`config.mk`:
```
export PLATFORM = sky130hd
export DESIGN_NAME = hamming_sec_codec_core
export DESIGN_NICKNAME = d
export VERILOG_FILES = /design/src/hw/rtl/hsc_pkg.sv /design/src/hw/rtl/hamming_sec_codec_core.sv /design/src/hw/rtl/hsc_prep.sv /design/src/hw/rtl/hsc_check.sv /design/src/hw/rtl/hsc_fix.sv
export SDC_FILE = /design/constraint.sdc
export NUM_CORES = 1
export LEC_CHECK = 0
export ABC_CLOCK_PERIOD_IN_PS = 8000
export BUFFER_PORTS_ARGS = -buffer_cell sky130_fd_sc_hd__buf_2
export CORE_MARGIN = 8
export CORE_UTILIZATION = 48
export DETAILED_ROUTE_END_ITERATION = 8
export GPL_ROUTABILITY_DRIVEN = 0
export GPL_TIMING_DRIVEN = 1
export PLACE_DENSITY = 0.64
export SLEW_MARGIN = 25
export SYNTH_ARGS = -nofsm -noshare
export SYNTH_HDL_FRONTEND = slang
export SYNTH_SLANG_ARGS = --single-unit
```
`constraint.sdc`:
```
create_clock -name clk -period 8 [get_ports clk]
set_input_delay 0.4 -clock clk [delete_from_list [all_inputs] [get_ports clk]]
set_output_delay 0.4 -clock clk [all_outputs]
set_load 0.03 [all_outputs]
```
`src/hw/rtl/hsc_pkg.sv`:
```
`timescale 1ns / 1ps
`default_nettype none
// ----------------------------------------------------------------------------
// hsc_pkg
// Shared types, codes and bit-position tables of the Hamming SEC codec.
// ----------------------------------------------------------------------------
package hsc_pkg;

    localparam int WORD_W        = 63;
    localparam int LEN_W         = 6;
    localparam int CODE_BITS_MAX = 63;
    localparam int DATA_BITS_MAX = 57;
    localparam int IN_TDATA_W    = 64;
    localparam int OUT_TDATA_W   = 80;

    localparam logic MODE_ENCODE = 1'b0;
    localparam logic MODE_DECODE = 1'b1;

    localparam logic REG_MODE      = 1'b0;
    localparam logic REG_BIT_COUNT = 1'b1;

    localparam logic [LEN_W-1:0] BIT_COUNT_RESET = 6'd1;

    typedef struct packed {
        logic              mode;
        logic [WORD_W-1:0] word;
        logic [LEN_W-1:0]  code_len;
        logic [LEN_W-1:0]  out_len;
    } hsc_s1_t;

    typedef struct packed {
        logic              mode;
        logic [WORD_W-1:0] word;
        logic [LEN_W-1:0]  code_len;
        logic [LEN_W-1:0]  out_len;
        logic [LEN_W-1:0]  syn;
    } hsc_s2_t;

    typedef struct packed {
        logic              out_of_range;
        logic [LEN_W-1:0]  syndrome;
        logic [LEN_W-1:0]  out_length;
        logic [WORD_W-1:0] out_word;
    } hsc_res_t;

    // number of powers of two in 1..v
    function automatic logic [LEN_W-1:0] pow2_count(input logic [LEN_W-1:0] v);
        logic [LEN_W-1:0] cnt;
        cnt = '0;
        for (int i = 0; i < LEN_W; i++) begin
            if (v[i])
            begin
                cnt = LEN_W'(i + 1);
            end
        end
        return cnt;
    endfunction

    // entry k: code position of data bit k (1-based k); entry 0 is 0
    function automatic logic [64*LEN_W-1:0] build_pos_tab();
        logic [64*LEN_W-1:0] tab;
        int k;
        tab = '0;
        k = 0;
        for (int p = 1; p <= CODE_BITS_MAX; p++) begin
            if ((p & (p - 1)) != 0)
            begin
                k = k + 1;
                tab[k*LEN_W +: LEN_W] = LEN_W'(p);
            end
        end
        return tab;
    endfunction

    localparam logic [64*LEN_W-1:0] POS_TAB = build_pos_tab();

    // code bits whose position has bit q set
    function automatic logic [WORD_W-1:0] qmask(input int q);
        logic [WORD_W-1:0] m;
        m = '0;
        for (int p = 1; p <= WORD_W; p++) begin
            if (((p >> q) & 1) != 0)
            begin
                m[p-1] = 1'b1;
            end
        end
        return m;
    endfunction

endpackage
`default_nettype wire

```
`src/hw/rtl/hamming_sec_codec_core.sv`:
```
`timescale 1ns / 1ps
`default_nettype none
// ----------------------------------------------------------------------------
// hamming_sec_codec_core
// Variable-length Hamming SEC encoder / decoder, three-stage pipeline.
//
// Input stream s_axis carries one word per beat (bits 62:0 of tdata). Output
// stream m_axis returns one result word per input word, in order. mode and
// bit_count are set through the cfg write port (index 0 mode, 1 bit_count),
// which the user must write only while the core is idle; the core does not enforce it.
// Each accepted word is registered in prep, parity trees and fix/output before
// m_axis_tvalid rises. Throughput: one word per cycle unless m_axis stalls;
// the three register stages (prep, parity trees, fix/output) advance together.
// Reset: pipeline emptied, mode = encode, bit_count = 1.
// Stall: when m_axis_tready is low with a result pending, all stages hold and
// s_axis_tready drops in the same cycle; bubbles are not squeezed out.
// ----------------------------------------------------------------------------
module hamming_sec_codec_core #(
    parameter int MAX_CODE_BITS = hsc_pkg::CODE_BITS_MAX
) (
    input  wire logic                               clk,
    input  wire logic                               rst_n,
    input  wire logic                               cfg_wr_en,
    input  wire logic                               cfg_index,
    input  wire logic [hsc_pkg::LEN_W-1:0]          cfg_data,
    input  wire logic                               s_axis_tvalid,
    output logic                                    s_axis_tready,
    input  wire logic [hsc_pkg::IN_TDATA_W-1:0]     s_axis_tdata,  // in_word[62:0]
    output logic                                    m_axis_tvalid,
    input  wire logic                               m_axis_tready,
    output logic [hsc_pkg::OUT_TDATA_W-1:0]         m_axis_tdata   // out_word[62:0],
                                                                   // out_length[68:63],
                                                                   // syndrome[74:69],
                                                                   // out_of_range[75]
);

    logic                          mode_reg;
    logic [hsc_pkg::LEN_W-1:0]     bit_count_reg;
    logic                          en;
    logic                          v1;
    logic                          v2;
    logic                          v3;
    hsc_pkg::hsc_s1_t              s1;
    hsc_pkg::hsc_s2_t              s2;
    hsc_pkg::hsc_res_t             res;

    always_ff @(posedge clk or negedge rst_n)
    begin
        if (!rst_n)
        begin
            mode_reg      <= hsc_pkg::MODE_ENCODE;
            bit_count_reg <= hsc_pkg::BIT_COUNT_RESET;
        end
        else if (cfg_wr_en)
        begin
            case (cfg_index)
                hsc_pkg::REG_MODE:      mode_reg      <= cfg_data[0];
                hsc_pkg::REG_BIT_COUNT: bit_count_reg <= cfg_data;
                default:                mode_reg      <= mode_reg;
            endcase
        end
    end

    assign en            = !v3 || m_axis_tready;
    assign s_axis_tready = en;

    hsc_prep #(
        .MAX_CODE_BITS (MAX_CODE_BITS)
    ) u_prep (
        .clk       (clk),
        .rst_n     (rst_n),
        .en        (en),
        .in_valid  (s_axis_tvalid),
        .in_word   (s_axis_tdata[hsc_pkg::WORD_W-1:0]),
        .mode      (mode_reg),
        .bit_count (bit_count_reg),
        .valid     (v1),
        .stage     (s1)
    );

    hsc_check u_check (
        .clk      (clk),
        .rst_n    (rst_n),
        .en       (en),
        .in_valid (v1),
        .in_stage (s1),
        .valid    (v2),
        .stage    (s2)
    );

    hsc_fix u_fix (
        .clk      (clk),
        .rst_n    (rst_n),
        .en       (en),
        .in_valid (v2),
        .in_stage (s2),
        .valid    (v3),
        .res      (res)
    );

    assign m_axis_tvalid = v3;
    assign m_axis_tdata  = {4'b0000, res.out_of_range, res.syndrome,
                            res.out_length, res.out_word};

endmodule
`default_nettype wire

```
`src/hw/rtl/hsc_prep.sv`:
```
`timescale 1ns / 1ps
`default_nettype none
// ----------------------------------------------------------------------------
// hsc_prep
// Stage 1: length saturation, input masking and data-bit scatter.
// ----------------------------------------------------------------------------
module hsc_prep #(
    parameter int MAX_CODE_BITS = hsc_pkg::CODE_BITS_MAX
) (
    input  wire logic                        clk,
    input  wire logic                        rst_n,
    input  wire logic                        en,
    input  wire logic                        in_valid,
    input  wire logic [hsc_pkg::WORD_W-1:0]  in_word,
    input  wire logic                        mode,
    input  wire logic [hsc_pkg::LEN_W-1:0]   bit_count,
    output logic                             valid,
    output hsc_pkg::hsc_s1_t                 stage
);

    localparam logic [hsc_pkg::LEN_W-1:0] MAX_LEN = hsc_pkg::LEN_W'(MAX_CODE_BITS);
    localparam logic [hsc_pkg::LEN_W-1:0] DATA_CAP =
        MAX_LEN - hsc_pkg::pow2_count(MAX_LEN);

    logic                            valid_reg;
    hsc_pkg::hsc_s1_t                stage_reg;
    hsc_pkg::hsc_s1_t                stage_next;
    logic [hsc_pkg::LEN_W-1:0]       placed;
    logic [hsc_pkg::LEN_W-1:0]       dec_len;
    logic [hsc_pkg::LEN_W-1:0]       enc_len;
    logic [hsc_pkg::WORD_W-1:0]      data_m;
    logic [hsc_pkg::WORD_W-1:0]      code_m;
    logic [hsc_pkg::WORD_W-1:0]      scat;
    logic [8:0]                      tab_idx;

    assign placed  = (bit_count > DATA_CAP) ? DATA_CAP : bit_count;
    assign dec_len = (bit_count > MAX_LEN) ? MAX_LEN : bit_count;
    assign tab_idx = {3'b000, placed} * 9'd6;
    assign enc_len = hsc_pkg::POS_TAB[tab_idx +: hsc_pkg::LEN_W];

    assign data_m = in_word & ({hsc_pkg::WORD_W{1'b1}} >> (7'd63 - {1'b0, placed}));
    assign code_m = in_word & ({hsc_pkg::WORD_W{1'b1}} >> (7'd63 - {1'b0, dec_len}));

    always_comb
    begin
        scat = '0;
        for (int i = 0; i < hsc_pkg::DATA_BITS_MAX; i++) begin
            scat[hsc_pkg::POS_TAB[(i+1)*hsc_pkg::LEN_W +: hsc_pkg::LEN_W] - 1] = data_m[i];
        end
    end

    always_comb
    begin
        stage_next.mode = mode;
        if (mode == hsc_pkg::MODE_ENCODE)
        begin
            stage_next.word     = scat;
            stage_next.code_len = enc_len;
            stage_next.out_len  = enc_len;
        end
        else
        begin
            stage_next.word     = code_m;
            stage_next.code_len = dec_len;
            stage_next.out_len  = dec_len - hsc_pkg::pow2_count(dec_len);
        end
    end

    always_ff @(posedge clk or negedge rst_n)
    begin
        if (!rst_n)
        begin
            valid_reg <= 1'b0;
        end
        else if (en)
        begin
            valid_reg <= in_valid;
        end
    end

    always_ff @(posedge clk)
    begin
        if (en)
        begin
            stage_reg <= stage_next;
        end
    end

    assign valid = valid_reg;
    assign stage = stage_reg;

endmodule
`default_nettype wire

```
`src/hw/rtl/hsc_check.sv`:
```
`timescale 1ns / 1ps
`default_nettype none
// ----------------------------------------------------------------------------
// hsc_check
// Stage 2: six parity trees; parity bits when encoding, syndrome when decoding.
// ----------------------------------------------------------------------------
module hsc_check (
    input  wire logic              clk,
    input  wire logic              rst_n,
    input  wire logic              en,
    input  wire logic              in_valid,
    input  wire hsc_pkg::hsc_s1_t  in_stage,
    output logic                   valid,
    output hsc_pkg::hsc_s2_t       stage
);

    logic                          valid_reg;
    hsc_pkg::hsc_s2_t              stage_reg;
    logic [hsc_pkg::LEN_W-1:0]     syn_next;

    always_comb
    begin
        for (int q = 0; q < hsc_pkg::LEN_W; q++) begin
            syn_next[q] = ^(in_stage.word & hsc_pkg::qmask(q));
        end
    end

    always_ff @(posedge clk or negedge rst_n)
    begin
        if (!rst_n)
        begin
            valid_reg <= 1'b0;
        end
        else if (en)
        begin
            valid_reg <= in_valid;
        end
    end

    always_ff @(posedge clk)
    begin
        if (en)
        begin
            stage_reg.mode     <= in_stage.mode;
            stage_reg.word     <= in_stage.word;
            stage_reg.code_len <= in_stage.code_len;
            stage_reg.out_len  <= in_stage.out_len;
            stage_reg.syn      <= syn_next;
        end
    end

    assign valid = valid_reg;
    assign stage = stage_reg;

endmodule
`default_nettype wire

```
`src/hw/rtl/hsc_fix.sv`:
```
`timescale 1ns / 1ps
`default_nettype none
// ----------------------------------------------------------------------------
// hsc_fix
// Stage 3: parity insertion or bit correction and data gather; output register.
// ----------------------------------------------------------------------------
module hsc_fix (
    input  wire logic              clk,
    input  wire logic              rst_n,
    input  wire logic              en,
    input  wire logic              in_valid,
    input  wire hsc_pkg::hsc_s2_t  in_stage,
    output logic                   valid,
    output hsc_pkg::hsc_res_t      res
);

    logic                          valid_reg;
    hsc_pkg::hsc_res_t             res_reg;
    hsc_pkg::hsc_res_t             res_next;
    logic [hsc_pkg::WORD_W-1:0]    par_word;
    logic [hsc_pkg::WORD_W-1:0]    flip;
    logic [hsc_pkg::WORD_W-1:0]    corr;
    logic [hsc_pkg::WORD_W-1:0]    gath;
    logic                          oor;

    always_comb
    begin
        par_word = '0;
        for (int q = 0; q < hsc_pkg::LEN_W; q++) begin
            par_word[(1 << q) - 1] = in_stage.syn[q];
        end
    end

    assign oor  = in_stage.syn > in_stage.code_len;
    assign flip = ((in_stage.syn != '0) && !oor) ?
                  ({{(hsc_pkg::WORD_W-1){1'b0}}, 1'b1} << (in_stage.syn - 6'd1)) : '0;
    assign corr = in_stage.word ^ flip;

    always_comb
    begin
        gath = '0;
        for (int j = 0; j < hsc_pkg::DATA_BITS_MAX; j++) begin
            gath[j] = corr[hsc_pkg::POS_TAB[(j+1)*hsc_pkg::LEN_W +: hsc_pkg::LEN_W] - 1];
        end
    end

    always_comb
    begin
        res_next.out_length = in_stage.out_len;
        if (in_stage.mode == hsc_pkg::MODE_ENCODE)
        begin
            res_next.out_word     = in_stage.word | par_word;
            res_next.syndrome     = '0;
            res_next.out_of_range = 1'b0;
        end
        else
        begin
            res_next.out_word     = gath;
            res_next.syndrome     = in_stage.syn;
            res_next.out_of_range = oor;
        end
    end

    always_ff @(posedge clk or negedge rst_n)
    begin
        if (!rst_n)
        begin
            valid_reg <= 1'b0;
        end
        else if (en)
        begin
            valid_reg <= in_valid;
        end
    end

    always_ff @(posedge clk)
    begin
        if (en)
        begin
            res_reg <= res_next;
        end
    end

    assign valid = valid_reg;
    assign res   = res_reg;

endmodule
`default_nettype wire

```
# After elaboration in Yosys (flattened, before gate mapping)
# Index checks and enable logic that the tools add are counted.
word_totals:
  wordCells: 62
  register_bits: 244
classes:
  reduce_logical: 13
  magnitude_cmp: 3
  multipliers: 1
  add_sub_neg: 4
  n_mux: 12
  bitwise_logic: 5
  shift: 4
ops:
  columns: ["op", "n"]
  rows:
  - ["384-bit by 10-bit indexed part select with 6-bit output (first input constant)", 1]
  - ["63-bit XOR reduction", 6]
  - ["75-bit 2-to-1 mux", 1]
  - ["63-bit bitwise AND", 1]
  - ["63-bit 2-to-1 mux", 1]
  - ["63-bit by 32-bit bitwise OR with 63-bit output", 1]
  - ["1-bit by 6-bit << shifter with 63-bit output (first input constant)", 1]
  - ["63-bit by 7-bit >> shifter with 57-bit output (first input constant)", 1]
  - ["63-bit by 7-bit >> shifter with 63-bit output (first input constant)", 1]
  - ["63-bit bitwise XOR", 1]
  - ["57-bit bitwise AND", 1]
  - ["57-bit 2-to-1 mux", 1]
  - ["6-bit 2-to-1 mux", 3]
  - ["6-bit by 6-bit subtractor with 7-bit output (first input constant)", 2]
  - ["6-bit greater-than comparator (second input constant)", 2]
  - ["3-bit 2-to-1 mux", 3]
  - ["6-bit by 2-bit multiplier with 8-bit output (second input constant)", 1]
  - ["6-bit greater-than comparator", 1]
  - ["6-bit nonzero test", 1]
  - ["6-bit by 1-bit subtractor with 6-bit output (second input constant)", 1]
  - ["6-bit subtractor", 1]
  - ["2-bit 2-to-1 mux", 2]
  - ["2-bit AND reduction", 2]
  - ["1-bit logical NOT", 2]
  - ["other kinds (4)", 4]

# Longest topological paths before layout
logic_depth:
  depth_word: 11
  ltp_mapped: 13
  ltp_nobuf: 11

# Modules after synthesis
# A second synthesis with hierarchy kept.
hier_totals:
  cells_unflattened: 1149
  hier_area_um2: 13270.2
by_module_without_submodules:
  columns: ["module", "n_inst", "seq_area_each_um2", "area_per_inst_um2", "cells_each"]
  rows:
  - ["hsc_prep", 1, 2307.2, 4857.2, 494]
  - ["hsc_fix", 1, 2307.2, 4510.6, 443]
  - ["hsc_check", 1, 2487.4, 3567.2, 190]
  - ["hamming_sec_codec_core", 1, 176.4, 335.3, 22]

# Worst setup path after synthesis
# No wires, ideal clock.
synth_path:
  path_type: "input to register"
  from: "input m_axis_tready"
  to: "register u_check.valid_reg, in the netlist u_check.valid"
  cell_stages: 2
  t_arrival_ns: 7.185
  setup_ns: 0.096
  path_buffers: 0
  path_slack_ns: 0.719
  cell_sequence: "nand2b_1 mux2_2"
synth_between:
  elab_chain_len: 1
synth_lines:
  columns: ["element", "line_no", "text"]
  rows:
  - ["from (decl)", "hamming_sec_codec_core.sv:30", "input wire logic m_axis_tready,"]
  - ["1-bit logical OR", "hamming_sec_codec_core.sv:64", "assign en = !v3 || m_axis_tready;"]
  - ["to (signal assigned)", "hsc_check.sv:36", "valid_reg <= in_valid;"]
  - ["to (decl)", "hsc_check.sv:17", "logic valid_reg;"]
# Every way passes these cells.
# A chain may end at the register's enable or synchronous reset.

==> flow_metrics.py <==
metrics = {
    "floorplan": {
        "core_area_mm2": 0.0261,
        "start_util_pct": 48.9,
        "die_h_um": 179,
        "io_pins": 158,
        "die-area_mm2": 0.0321,
        "num_rows": 59,
        "die_w_um": 179,
    },
    "setup_path": {
        "startpoint_type": "flip-flop",
        "cp_data_arrival_time_ns": 3.88,
        "cpLargestDelayFamily": "flip-flops",
        "max_stage_delay_ns": 1.01,
        "critPathRequiredTime_ns": 8.28,
        "critPathKind": "flip-flop to flip-flop",
        "crit_chain": "buf_4 > nor2_1 > nand2_1 > inv_1 > ha_1 > a211oi_1 > o211ai_1 > a22o_1",
        "end_kind": "flip-flop",
        "worst-path-max-fanout": 32,
        "slowest_stage": "dfrtp_1",
        "crit_buf_inv": 2,
    },
    "timing": {
        "tightest_slew_ns": 1.02,
        "min_period_ns": 3.61,
        "final-setup-viol-count": 0,
        "finalSetupTns_ns": 0,
        "finalHoldViolCount": 0,
        "drv_slew": 0,
        "max_slew_margin_pct": 32.1,
        "skew_ns": 0.0126,
        "min_period_over_period_pct": 45.1,
        "rsz0062_at_grt": "no",
        "whs_ns": 0.103,
        "fmax_mhz": 277,
    },
    "worst_hold_path": {
        "hp-class": "input pin to flip-flop",
    },
    "synthesis": {
        "async_flop_share_pct": 4.10,
        "synth.top_cell.area_share_pct": 55.0,
        "synth_ff_type": "edfxtp_1",
        "synth_top_family_by_area": "compound AO/OA/AOI/OAI gates",
        "synth-xor-area-share_pct": 8.16,
        "yosys_register_bits": 244,
        "ys_warn_count": 0,
        "postSynthCellCount": 1143,
        "synth_simple_gate_area_share_pct": 13.1,
        "postSynthAreaPerCell_um2": 11.2,
        "synth_top_cell_by_area": "edfxtp_1",
        "syn_area_mm2": 0.0128,
        "synth-compound-area-share_pct": 14.7,
        "ys_types": 59,
        "synth-edff-count": 234,
        "synthAdderAreaFrac_pct": 1.72,
        "synth_seq_area_share_pct": 56.9,
        "muxShareOfSynthArea_pct": 1.74,
        "ys_top_cells_by_area": "edfxtp_1 55%, xnor2_1 6.8%, o31ai_1 3.1%, a31oi_1 3.0%, or4_1 3.0%",
    },
    "power": {
        "vdd_drop_max_mv": 0.219,
        "leakage_nw": 5.25,
        "switching_power_mw": 2.29,
        "seq_power_share_pct": 38.5,
        "intPower_mw": 3.54,
        "powerDensity_mw_per_mm2": 401,
        "sw_frac_of_total_pct": 39.3,
        "p_clk_share_pct": 20.3,
        "share_comb_of_total_power_pct": 41.1,
    },
    "clocking": {
        "cts-root-buf": "clkbuf_16",
        "cts.sinks": 244,
        "path_clk_slew_ns": 0.06,
        "cts.htree.levels": 1,
        "post_cts.repair.setup_buffers": 0,
        "cts_buffer_depth": 3,
        "cts_tree": "yes",
        "cts_inserted_buffers": 26,
        "clkLatencyLatePin_ns": 0.53,
    },
    "drt": {
        "via_count": 9702,
        "ant_nets": 0,
        "drt-initial-drc-count": 1127,
        "post-route-drc-count": 0,
        "routed_wl_um": 34900,
        "routedWlPerCell_um": 21.8,
        "dr.pass1.iters": 7,
        "vias_per_cell": 6.06,
    },
    "grt": {
        "grt-ovfl-total": 0,
        "grt_pass1_wl_um": 52400,
        "grt_usage_pct": 21.3,
        "grt_pass1_vias": 9061,
        "grt_max_degree": 128,
        "antenna_found_initial": 0,
    },
    "layout": {
        "layout_commonest_cell": "edfxtp_1",
        "largest_register_ffs": 82,
        "fill_cells": 2269,
        "drive_gt1_share_pct": 17.9,
        "layout_common_cells": "234 x edfxtp_1, 152 x buf_2, 99 x nor2_1, 99 x xnor2_1, 83 x nand2_1",
        "num-nets-final": 1340,
        "area_growth_pct": 13.9,
        "n_antenna_cell": 0,
    },
    "run": {
        "cap_violations": 0,
    },
    "placed_design": {
        "portBuffers": 152,
        "place_hpwl_um": 25800,
    },
    "status": {
        "outcome": "finished, final reports clean",
    },
}
## kinds of logic after synthesis
family	after synthesis
AO/OA/AOI/OAI	297
XOR/XNOR	116
adder cells (fa/ha/maj)	17
buffers and inverters	112
flip-flops	244
multiplexers	21
other	1
AND/OR/NAND/NOR	335
## synthesized netlist by cell type, types with 3 or more instances
cell	n
edfxtp_1	234
nor2_1	99
xnor2_1	99
nand2_1	83
clkbuf_1	74
o21ai_0	66
a31oi_1	62
o31ai_1	52
or4_1	51
a21oi_1	47
nand3_1	28
o211ai_1	22
o22ai_1	19
inv_1	17
ha_1	16
xor2_1	15
and2_1	14
nor3_1	14
nor2b_1	12
mux2i_1	11
mux2_2	10
dfrtp_1	9
nand2b_1	9
and3_1	7
buf_2	7
a211oi_1	6
nand4_1	5
buf_1	4
buf_4	4
or3_1	4
a21boi_0	3
a21o_1	3
clkinv_1	3
o2111ai_1	3
or2_2	3
## layer usage
metal	up-vias	GRT usage (%)	wire length, um
met5	-	0	0
met3	113	4.23	3660
met1	4519	29.1	14800
met4	0	10.4	1720
met2	558	32.2	14800
li1	4512	-	-
## worst reg2reg max path, stage by stage (launching register included)
cell and delay, ns:
dfrtp_1 1.01, buf_4 0.39, nor2_1 0.18, nand2_1 0.41
inv_1 0.15, ha_1 0.34, a211oi_1 0.50, o211ai_1 0.15
a22o_1 0.22
## area by class of cell
cell class | count | area, um2 | share of cell area [%]
clock buffers | 30 | 687 | 4.72
clock inverters | 16 | 168 | 1.15
inverters | 21 | 78.8 | 0.542
multi-input cells | 790 | 5070 | 34.8
flip-flops and latches | 244 | 7280 | 50.0
well taps | 335 | 419 | 2.88
repair buffers | 164 | 857 | 5.89
## stage by stage
stage                     cells  utilization (%)  instance area (um2)  total power [mW]  worst slack, ns
after floorplan            1146                -                12800              4.11            0.719
after global placement     1553             52.4                13700              4.60             4.59
after detailed placement   1553             52.4                13700              4.64             4.51
after CTS                  1600             55.7                14600              5.85             4.54
after global routing       1600             55.7                14600              6.13             4.32
final                      1600             55.7                14600              5.83             4.39
## worst paths after layout
| path | from | end | slack [ns] | cells past startpoint |
|---|---|---|---|---|
| min in group asynchronous | rst_n | u_check.valid$_DFFE_PN0P_ | 0.25 | 2 |
| max in group asynchronous | rst_n | bit_count_reg[0]$_DFFE_PN1P_ | 7.50 | 2 |
| max | bit_count_reg[4]$_DFFE_PN0P_ | u_prep.stage[4]$_DFFE_PP_ | 4.39 | 8 |
| min | s_axis_tvalid | u_prep.valid$_DFFE_PN0P_ | 0.10 | 2 |
| min reg2reg | u_prep.stage[4]$_DFFE_PP_ | u_check.stage[10]$_DFFE_PP_ | 0.42 | 0 |
| max reg2reg | bit_count_reg[4]$_DFFE_PN0P_ | u_prep.stage[4]$_DFFE_PP_ | 4.39 | 8 |
## power groups by stage
stage,sequential (mW),combinational [mW],clock (mW)
2_1_floorplan,2.47,1.64,0
3_3_place_gp,2.26,2.33,0
3_5_place_dp,2.27,2.37,0
4_1_cts,2.25,2.40,1.21
5_1_grt,2.29,2.59,1.25
6_report,2.25,2.40,1.18
## timing repair
item | 4_1_cts | 5_1_grt
hold buffers | 1 | 0
resized for setup | 0 | 0
hold endpoints to repair | 10 | 0
(Power assumes the default switching activity.)
